## config.mk

```make
export PLATFORM = sky130hd
export DESIGN_NAME = sha1_hash_engine_core
export DESIGN_NICKNAME = d
export VERILOG_FILES = /design/src/rtl/sha1_pkg.sv /design/src/rtl/sha1_ctrl.sv /design/src/rtl/sha1_dp.sv /design/src/rtl/sha1_hash_engine_core.sv
export SDC_FILE = /design/constraint.sdc
export NUM_CORES = 2
export LEC_CHECK = 0
export ABC_AREA = 1
export BUFFER_PORTS_ARGS = -buffer_cell sky130_fd_sc_hd__buf_2
export CAP_MARGIN = 10
export CORE_MARGIN = 2
export CORE_UTILIZATION = 35
export CTS_CLUSTER_SIZE = 12
export DETAILED_ROUTE_END_ITERATION = 8
export GPL_TIMING_DRIVEN = 1
export PLACE_DENSITY = 0.53
export RECOVER_POWER = 25
export SLEW_MARGIN = 25
export SYNTH_ARGS = -nofsm -noshare
export SYNTH_HDL_FRONTEND = slang
export SYNTH_SLANG_ARGS = --single-unit
```

## constraint.sdc

```tcl
create_clock -name clock -period 18.2 [get_ports clock]
set_input_delay 2.73 -clock clock [delete_from_list [all_inputs] [get_ports clock]]
set_output_delay 2.73 -clock clock [all_outputs]
set_load 0.02 [all_outputs]
```

## src/rtl/sha1_pkg.sv

```systemverilog
// Shared types, constants and helper functions of the SHA-1 hash engine.
`default_nettype none

package sha1_pkg;

   localparam logic [31:0] IV0 = 32'h67452301;
   localparam logic [31:0] IV1 = 32'hEFCDAB89;
   localparam logic [31:0] IV2 = 32'h98BADCFE;
   localparam logic [31:0] IV3 = 32'h10325476;
   localparam logic [31:0] IV4 = 32'hC3D2E1F0;

   localparam logic [31:0] K_CH    = 32'h5A827999;
   localparam logic [31:0] K_PAR_A = 32'h6ED9EBA1;
   localparam logic [31:0] K_MAJ   = 32'h8F1BBCDC;
   localparam logic [31:0] K_PAR_B = 32'hCA62C1D6;

   localparam logic [31:0] PAD_WORD   = 32'h80000000;
   localparam logic [2:0]  FULL_BYTES = 3'd4;
   localparam logic [3:0]  POS_LEN_HI = 4'd14;
   localparam logic [3:0]  POS_LEN_LO = 4'd15;
   localparam logic [6:0]  LAST_ROUND = 7'd79;

   typedef struct packed {
      logic [31:0] data_word;
      logic [2:0]  valid_bytes;
      logic        last;
   } sha1_req_type;

   typedef struct packed {
      logic [31:0] digest_word0;
      logic [31:0] digest_word1;
      logic [31:0] digest_word2;
      logic [31:0] digest_word3;
      logic [31:0] digest_word4;
   } sha1_rsp_type;

   typedef enum logic [2:0] {
      ST_ACCEPT,
      ST_PAD,
      ST_ROUND,
      ST_UPDATE,
      ST_OUTPUT
   } sha1_state_type;

   // Source of the word shifted into the schedule window on a push.
   typedef enum logic [2:0] {
      SEL_DATA,
      SEL_PAD,
      SEL_ZERO,
      SEL_LEN_HI,
      SEL_LEN_LO
   } sha1_wsel_type;

   // Round group: selects the round function and constant.
   typedef enum logic [1:0] {
      PH_CH,
      PH_PAR_A,
      PH_MAJ,
      PH_PAR_B
   } sha1_phase_type;

   typedef struct packed {
      logic           push;
      sha1_wsel_type  word_sel;
      logic           count_add;
      logic           load_work;
      logic           round;
      sha1_phase_type phase;
      logic           chain_add;
      logic           out_load;
   } sha1_cmd_type;

   // Number of message bytes a word really carries.
   function automatic logic [2:0] sha1_eff_bytes(input logic [2:0] vb, input logic last);
      logic [2:0] res;
      begin
         res = vb;
         if (!last || vb > FULL_BYTES) begin
            res = FULL_BYTES;
         end
         return res;
      end
   endfunction

   // Below four valid bytes, clears the rest and places the padding byte.
   function automatic logic [31:0] sha1_fmt_word(input logic [31:0] data,
                                                 input logic [2:0] vb);
      logic [31:0] res;
      begin
         case (vb)
            3'd0: res = PAD_WORD;
            3'd1: res = {data[31:24], 24'h800000};
            3'd2: res = {data[31:16], 16'h8000};
            3'd3: res = {data[31:8], 8'h80};
            default: res = data;
         endcase
         return res;
      end
   endfunction

   function automatic logic [31:0] sha1_k(input sha1_phase_type ph);
      logic [31:0] res;
      begin
         case (ph)
            PH_CH:    res = K_CH;
            PH_PAR_A: res = K_PAR_A;
            PH_MAJ:   res = K_MAJ;
            PH_PAR_B: res = K_PAR_B;
            default:  res = K_CH;
         endcase
         return res;
      end
   endfunction

endpackage

`default_nettype wire

```

## src/rtl/sha1_ctrl.sv

```systemverilog
// Sequencer of the SHA-1 hash engine: word position, padding and round count.
`default_nettype none

module sha1_ctrl
   import sha1_pkg::*;
(
   input  wire logic         clock,
   input  wire logic         reset,
   input  wire logic         req_valid,
   input  wire sha1_req_type req_payload,
   output logic              req_stall,
   output logic              rsp_valid,
   input  wire logic         rsp_stall,
   output sha1_cmd_type      cmd
);

   sha1_state_type state_ff, state_in;
   logic [3:0] pos_ff, pos_in;
   logic [6:0] rnd_ff, rnd_in;
   logic       pad_ff, pad_in;       // message ended, padding in progress
   logic       pad80_ff, pad80_in;   // padding byte still needs its own word
   logic       hi_done_ff, hi_done_in;
   logic       rsp_valid_ff, rsp_valid_in;
   logic       out_free;

   always_ff @(posedge clock) begin
      if (reset) begin
         state_ff     <= ST_ACCEPT;
         pos_ff       <= '0;
         rnd_ff       <= '0;
         pad_ff       <= 1'b0;
         pad80_ff     <= 1'b0;
         hi_done_ff   <= 1'b0;
         rsp_valid_ff <= 1'b0;
      end else begin
         state_ff     <= state_in;
         pos_ff       <= pos_in;
         rnd_ff       <= rnd_in;
         pad_ff       <= pad_in;
         pad80_ff     <= pad80_in;
         hi_done_ff   <= hi_done_in;
         rsp_valid_ff <= rsp_valid_in;
      end
   end

   assign out_free  = !rsp_valid_ff || !rsp_stall;
   assign rsp_valid = rsp_valid_ff;
   assign req_stall = (state_ff != ST_ACCEPT);

   always_comb begin
      state_in     = state_ff;
      pos_in       = pos_ff;
      rnd_in       = rnd_ff;
      pad_in       = pad_ff;
      pad80_in     = pad80_ff;
      hi_done_in   = hi_done_ff;
      rsp_valid_in = rsp_valid_ff && rsp_stall;
      cmd          = '0;
      cmd.word_sel = SEL_DATA;
      cmd.phase    = PH_CH;

      case (state_ff)
         ST_ACCEPT: begin
            if (req_valid) begin
               cmd.push      = 1'b1;
               cmd.count_add = 1'b1;
               pos_in        = pos_ff + 4'd1;
               if (req_payload.last) begin
                  pad_in   = 1'b1;
                  pad80_in = (sha1_eff_bytes(req_payload.valid_bytes, 1'b1) == FULL_BYTES);
               end
               if (pos_ff == POS_LEN_LO) begin
                  cmd.load_work = 1'b1;
                  rnd_in        = '0;
                  state_in      = ST_ROUND;
               end else if (req_payload.last) begin
                  state_in = ST_PAD;
               end
            end
         end
         ST_PAD: begin
            cmd.push = 1'b1;
            pos_in   = pos_ff + 4'd1;
            if (pad80_ff) begin
               cmd.word_sel = SEL_PAD;
               pad80_in     = 1'b0;
            end else if (pos_ff == POS_LEN_HI) begin
               cmd.word_sel = SEL_LEN_HI;
               hi_done_in   = 1'b1;
            end else if (pos_ff == POS_LEN_LO && hi_done_ff) begin
               cmd.word_sel = SEL_LEN_LO;
            end else begin
               cmd.word_sel = SEL_ZERO;
            end
            if (pos_ff == POS_LEN_LO) begin
               cmd.load_work = 1'b1;
               rnd_in        = '0;
               state_in      = ST_ROUND;
            end
         end
         ST_ROUND: begin
            cmd.round = 1'b1;
            if (rnd_ff < 7'd20) begin
               cmd.phase = PH_CH;
            end else if (rnd_ff < 7'd40) begin
               cmd.phase = PH_PAR_A;
            end else if (rnd_ff < 7'd60) begin
               cmd.phase = PH_MAJ;
            end else begin
               cmd.phase = PH_PAR_B;
            end
            rnd_in = rnd_ff + 7'd1;
            if (rnd_ff == LAST_ROUND) begin
               state_in = ST_UPDATE;
            end
         end
         ST_UPDATE: begin
            cmd.chain_add = 1'b1;
            if (hi_done_ff) begin
               state_in = ST_OUTPUT;
            end else if (pad_ff) begin
               state_in = ST_PAD;
            end else begin
               state_in = ST_ACCEPT;
            end
         end
         ST_OUTPUT: begin
            if (out_free) begin
               cmd.out_load = 1'b1;
               rsp_valid_in = 1'b1;
               pad_in       = 1'b0;
               pad80_in     = 1'b0;
               hi_done_in   = 1'b0;
               state_in     = ST_ACCEPT;
            end
         end
         default: begin
            state_in = ST_ACCEPT;
         end
      endcase
   end

endmodule

`default_nettype wire

```

## src/rtl/sha1_dp.sv

```systemverilog
// Datapath of the SHA-1 hash engine: schedule window, round logic, chain value.
`default_nettype none

module sha1_dp
   import sha1_pkg::*;
(
   input  wire logic         clock,
   input  wire logic         reset,
   input  wire sha1_req_type req_payload,
   input  wire sha1_cmd_type cmd,
   output sha1_rsp_type      rsp_payload
);

   logic [31:0] win_ff [16];
   logic [31:0] chain_ff [5];
   logic [31:0] a_ff, b_ff, c_ff, d_ff, e_ff;
   logic [63:0] count_ff, count_in;
   sha1_rsp_type out_ff;

   logic [2:0]  eff_bytes;
   logic [31:0] push_word, sched_new, win_in_word;
   logic [31:0] f_val, t_val;

   assign eff_bytes = sha1_eff_bytes(req_payload.valid_bytes, req_payload.last);

   always_comb begin
      case (cmd.word_sel)
         SEL_DATA:   push_word = sha1_fmt_word(req_payload.data_word, eff_bytes);
         SEL_PAD:    push_word = PAD_WORD;
         SEL_ZERO:   push_word = '0;
         SEL_LEN_HI: push_word = count_ff[63:32];
         SEL_LEN_LO: push_word = count_ff[31:0];
         default:    push_word = '0;
      endcase
   end

   // Window entry i holds schedule word t+i; the next word is W[t+16].
   always_comb begin
      sched_new = win_ff[13] ^ win_ff[8] ^ win_ff[2] ^ win_ff[0];
      sched_new = {sched_new[30:0], sched_new[31]};
   end

   assign win_in_word = cmd.push ? push_word : sched_new;

   always_comb begin
      case (cmd.phase)
         PH_CH:    f_val = (b_ff & c_ff) | (~b_ff & d_ff);
         PH_MAJ:   f_val = (b_ff & c_ff) | (b_ff & d_ff) | (c_ff & d_ff);
         PH_PAR_A: f_val = b_ff ^ c_ff ^ d_ff;
         PH_PAR_B: f_val = b_ff ^ c_ff ^ d_ff;
         default:  f_val = b_ff ^ c_ff ^ d_ff;
      endcase
      t_val = {a_ff[26:0], a_ff[31:27]} + f_val + e_ff + win_ff[0] + sha1_k(cmd.phase);
   end

   always_ff @(posedge clock) begin
      if (cmd.push || cmd.round) begin
         for (int i = 0; i < 15; i++) begin
            win_ff[i] <= win_ff[i + 1];
         end
         win_ff[15] <= win_in_word;
      end
   end

   always_ff @(posedge clock) begin
      if (cmd.load_work) begin
         a_ff <= chain_ff[0];
         b_ff <= chain_ff[1];
         c_ff <= chain_ff[2];
         d_ff <= chain_ff[3];
         e_ff <= chain_ff[4];
      end else if (cmd.round) begin
         a_ff <= t_val;
         b_ff <= a_ff;
         c_ff <= {b_ff[1:0], b_ff[31:2]};
         d_ff <= c_ff;
         e_ff <= d_ff;
      end
   end

   always_comb begin
      count_in = count_ff;
      if (cmd.out_load) begin
         count_in = '0;
      end else if (cmd.count_add) begin
         count_in = count_ff + {58'd0, eff_bytes, 3'd0};
      end
   end

   always_ff @(posedge clock) begin
      if (reset) begin
         count_ff    <= '0;
         chain_ff[0] <= IV0;
         chain_ff[1] <= IV1;
         chain_ff[2] <= IV2;
         chain_ff[3] <= IV3;
         chain_ff[4] <= IV4;
      end else begin
         count_ff <= count_in;
         if (cmd.out_load) begin
            chain_ff[0] <= IV0;
            chain_ff[1] <= IV1;
            chain_ff[2] <= IV2;
            chain_ff[3] <= IV3;
            chain_ff[4] <= IV4;
         end else if (cmd.chain_add) begin
            chain_ff[0] <= chain_ff[0] + a_ff;
            chain_ff[1] <= chain_ff[1] + b_ff;
            chain_ff[2] <= chain_ff[2] + c_ff;
            chain_ff[3] <= chain_ff[3] + d_ff;
            chain_ff[4] <= chain_ff[4] + e_ff;
         end
      end
   end

   always_ff @(posedge clock) begin
      if (cmd.out_load) begin
         out_ff.digest_word0 <= chain_ff[0];
         out_ff.digest_word1 <= chain_ff[1];
         out_ff.digest_word2 <= chain_ff[2];
         out_ff.digest_word3 <= chain_ff[3];
         out_ff.digest_word4 <= chain_ff[4];
      end
   end

   assign rsp_payload = out_ff;

endmodule

`default_nettype wire

```

## src/rtl/sha1_hash_engine_core.sv

```systemverilog
// Top level of the SHA-1 hash engine: sequencer plus datapath.
// Words are accepted back to back while the sequencer waits for message
// words; every 16th word starts a compression (80 rounds of the single round
// unit, then the chain update). After the last word, padding words are pushed
// in, one or two blocks are compressed, and the output load registers the digest.
// Synchronous active-high reset loads the initial chain value and empties the block.
`default_nettype none

module sha1_hash_engine_core
   import sha1_pkg::*;
(
   input  wire logic         clock,
   input  wire logic         reset,
   input  wire logic         req_valid,
   output logic              req_stall,
   input  wire sha1_req_type req_payload,
   output logic              rsp_valid,
   input  wire logic         rsp_stall,
   output sha1_rsp_type      rsp_payload
);

   // The sequencer steers everything through one command struct. It owns
   // the block position, the padding flags, the round counter and the
   // valid bit of the result register.
   sha1_cmd_type cmd;

   // Input beats are taken only while the sequencer waits for message words.
   // A finished digest sits in the output register, so the next message can
   // start streaming in while the previous digest beat is still stalled.
   sha1_ctrl u_ctrl (
      .clock       (clock),
      .reset       (reset),
      .req_valid   (req_valid),
      .req_payload (req_payload),
      .req_stall   (req_stall),
      .rsp_valid   (rsp_valid),
      .rsp_stall   (rsp_stall),
      .cmd         (cmd)
   );

   // The datapath holds the 16-word schedule window, which doubles as the
   // block buffer while words arrive, the working variables, the chain value
   // and the 64-bit bit counter that supplies the length words.
   sha1_dp u_dp (
      .clock       (clock),
      .reset       (reset),
      .req_payload (req_payload),
      .cmd         (cmd),
      .rsp_payload (rsp_payload)
   );

endmodule

`default_nettype wire

```

==> results.yml <==
drt:
  ant_nets: 0
  drtPass1Iterations: 6
  drt_iter0_markers: 3644
  drc_errors: 0
  wire_per_inst_um: 22.1
  vias: 40500
  via_per_inst: 5.04
  routed_wl_um: 177000
pwr:
  switching_share_pct: 25.1
  p_int_mw: 4.60
  p_total_mw: 6.14
  combPwrFrac_pct: 9.9
  p_seq_share_pct: 51.3
  power_density_nw_per_um2: 97.6
  leakage_nw: 24.9
  ir_worst_vdd_v: 0.000110
  p_switching_mw: 1.54
  clkPwrFrac_pct: 38.8
timing:
  setup_viol: 0
  maxSlewViolCount: 0
  tightest_slew_ns: 1.03
  relSlewSlack_pct: 31.6
  period_needed_ns: 7.27
  fmax_ghz: 0.138
  fin_crit_sh_pct: 39.9
  finalHoldViolCount: 0
  tns_ns: 0
  rsz0062_at_grt: "no"
  fin_skew_ns: 0.0735
  fin_ws_ns: 10.93
layout:
  fillCellCount: 15600
  area_growth_pct: 13.0
  drive_gt1_share_pct: 7.50
  finish.utilization_pct: 39.8
  final_common_cell: "nand2_1"
  final_cell_mix: "nand2_1 (1402), edfxtp_1 (992), inv_1 (715)"
  num_antenna_cells: 0
  fin_nets: 6263
  multi_input_area_um2: 21200
  stdcell_area_um2: 62900
  register_area_um2: 31400
global_routing:
  grt_pass1_wl_um: 258000
  grt_pass1_vias: 38500
  gr-usage-all-layers_pct: 21.6
  antenna_found_initial: 2
  grt_max_degree: 181
  gr-total-overflow: 0
yosys:
  syn_inst: 5613
  synth-simple-area-share_pct: 17.7
  synth-xor-area-share_pct: 2.23
  ys_ff_latch: 1071
  yosysWarnings: 0
  yosysSeqAreaShare_pct: 56.4
  synth_area_leaders: "edfxtp_1 (54%), nand2_1 (9.5%), ha_1 (5.2%), inv_1 (4.8%), fa_1 (4.5%)"
  synth_area_um2: 55700
  synth_top_family_by_area: "simple AND/OR/NAND/NOR gates"
  syn_avg_cell_area_um2: 9.92
  synth-compound-area-share_pct: 8.22
  synth_cell_types: 49
  synthesis.nets: 6011
  synth_top_area_share_pct: 53.5
  synth_fa_ha_area_share_pct: 9.75
  synth_mux_area_share_pct: 0.0180
  yosysTopAreaCell: "edfxtp_1"
placement:
  port-buffer-count: 201
  gp_congestion: 0.942
  dpl_cell_area_um2: 59100
  dp_hpwl_um: 137000
  dpl_worst_slack_ns: 9.53
min_path:
  hold_start: "u_dp.win_ff[11][9]$_DFFE_PP_"
  whs_path_depth: 0
  min_to: "u_dp.win_ff[10][9]$_DFFE_PP_"
  min_path_type: "flip-flop to flip-flop"
floorplanning:
  core_area_um2: 158000
  start_util_pct: 35.2
  die-area_um2: 162000
  rows: 146
  die_w_um: 403
  die_h_um: 403
  boundaryPins: 202
clock_tree:
  ctsLongestPathBuffers: 3
  cts.sinks: 1071
  cts_made_buffers: 117
  cts.clk_slew.worst_paths_ns: 0.06
  cts_hold_buf: 0
  cts_tree: "done"
  clkLatencyLatePin_ns: 0.77
  cts_root_buffer: "clkbuf_16"
  cts_setup_buffers: 0
  htreeDepth: 3
  cts_resized: 0
setup_path:
  cp.required_ns: 18.54
  criticalPathCategory: "primary input to flip-flop"
  r2r_cells: 24
  worst-endpoint-arrival_ns: 7.60
  critPathMaxFanout: 55
  reg2reg_to: "u_dp.a_ff[28]$_DFFE_PP_"
  r2r_slack_ns: 11.83
  cp-end-kind: "flip-flop"
  r2r_start: "u_ctrl.rnd_ff[5]$_SDFFE_PP0P_"
  worstSetupStartpointType: "primary input"
status:
  status: "finished clean"
run:
  drv_cap: 0
[metal layers]
layer  vias up  share of wire (%)  track usage [%]
li1      19400                  -                -
met1     19600                 44             29.0
met2      1238                 47             35.7
met3       293                4.7             2.53
met4         0                4.2             8.39
met5         -                  0                0
[power groups by stage]
stage / Combinational [mW] / Clock, mW / Sequential, mW
after floorplan: 0.416 / 0 / 3.25
after global placement: 0.610 / 0 / 3.19
after detailed placement: 0.615 / 0 / 3.20
after CTS: 0.619 / 2.44 / 3.15
after global routing: 0.681 / 2.53 / 3.17
final: 0.609 / 2.38 / 3.15
[state kept, by name, summed over array words and instances, names as in the netlist, 3 cells and up]
signal,count
u_ctrl.pos_ff,4
u_dp.d_ff,32
u_ctrl.rnd_ff,7
u_dp.b_ff,32
u_dp.a_ff,32
u_dp.c_ff,32
u_ctrl.state_ff,3
u_dp.rsp_payload,160
u_dp.e_ff,32
u_dp.chain_ff,160
u_dp.count_ff,61
u_dp.win_ff,512
[logic make-up (layout without fill, tap and decap cells)]
logic type	count (synthesis)	after routing
compound gates	839	839
xor+xnor	142	142
fa+ha+maj	358	358
buf+inv	815	1161
flops	1071	1071
mux	1	1
simple gates	2387	2387
[synthesized netlist by cell type, drive strengths merged]
| master | number |
|---|---|
| and3 | 6 |
| o221ai | 15 |
| nand3 | 290 |
| a41oi | 1 |
| fa | 126 |
| a211oi | 6 |
| buf | 57 |
| nor4 | 13 |
| inv | 723 |
| nand2 | 1416 |
| nor2 | 512 |
| edfxtp | 992 |
| xnor2 | 113 |
| nor2b | 1 |
| a21oi | 378 |
| ha | 232 |
| nor3 | 46 |
| a21boi | 11 |
| nand2b | 3 |
| nand3b | 11 |
| and2 | 4 |
| clkbuf | 34 |
| a31oi | 8 |
| xor2 | 29 |
| o21ai | 318 |
| nand4 | 64 |
| or2 | 19 |
| clkinv | 1 |
| a21o | 17 |
| o21a | 36 |
| nor3b | 2 |
| dfxtp | 79 |
| mux2i | 1 |
| o21bai | 37 |
| o22ai | 1 |
| o211ai | 11 |
[worst max-delay path by stage]
stage,from,end,cells after the start
after global placement,rsp_stall,u_dp.chain_ff[0][80]$_SDFFCE_PN0P_,12
after global routing,rsp_stall,u_dp.chain_ff[0][96]$_SDFFCE_PN0P_,12
after detailed placement,rsp_stall,u_dp.chain_ff[0][82]$_SDFFCE_PN0P_,12
after CTS,rsp_stall,u_dp.chain_ff[0][96]$_SDFFCE_PN0P_,12
after floorplan,req_valid,u_dp.win_ff[0][0]$_DFFE_PP_,4
final,rsp_stall,u_dp.chain_ff[0][96]$_SDFFCE_PN0P_,12
[metrics by stage]
stage	cells	hold slack, ns
after floorplan	5613	0.400
after global placement	7817	0.400
after detailed placement	7818	0.405
after CTS	8031	0.407
after global routing	8031	0.414
final	8031	0.404
[worst max-delay path, cell delays in order]
cell and delay [ns]:
buf_2 0.09, nand2_1 0.08, inv_1 0.09, nor2_4 0.09, buf_4 0.63, inv_1 0.19, nand2_4 0.48, inv_1 0.56
nand2_4 0.35, buf_4 0.63, buf_4 0.75, buf_4 0.73
[layout make-up]
class	instances	share of cell area, %
clock buffers	159	5.00
clock inverters	54	1.10
inverters	724	4.33
multi-input cells	3727	33.6
flip-flops and latches	1071	49.9
well taps	2072	4.12
repair buffers	224	1.95
Note: power is estimated with default switching activity, not from simulation.
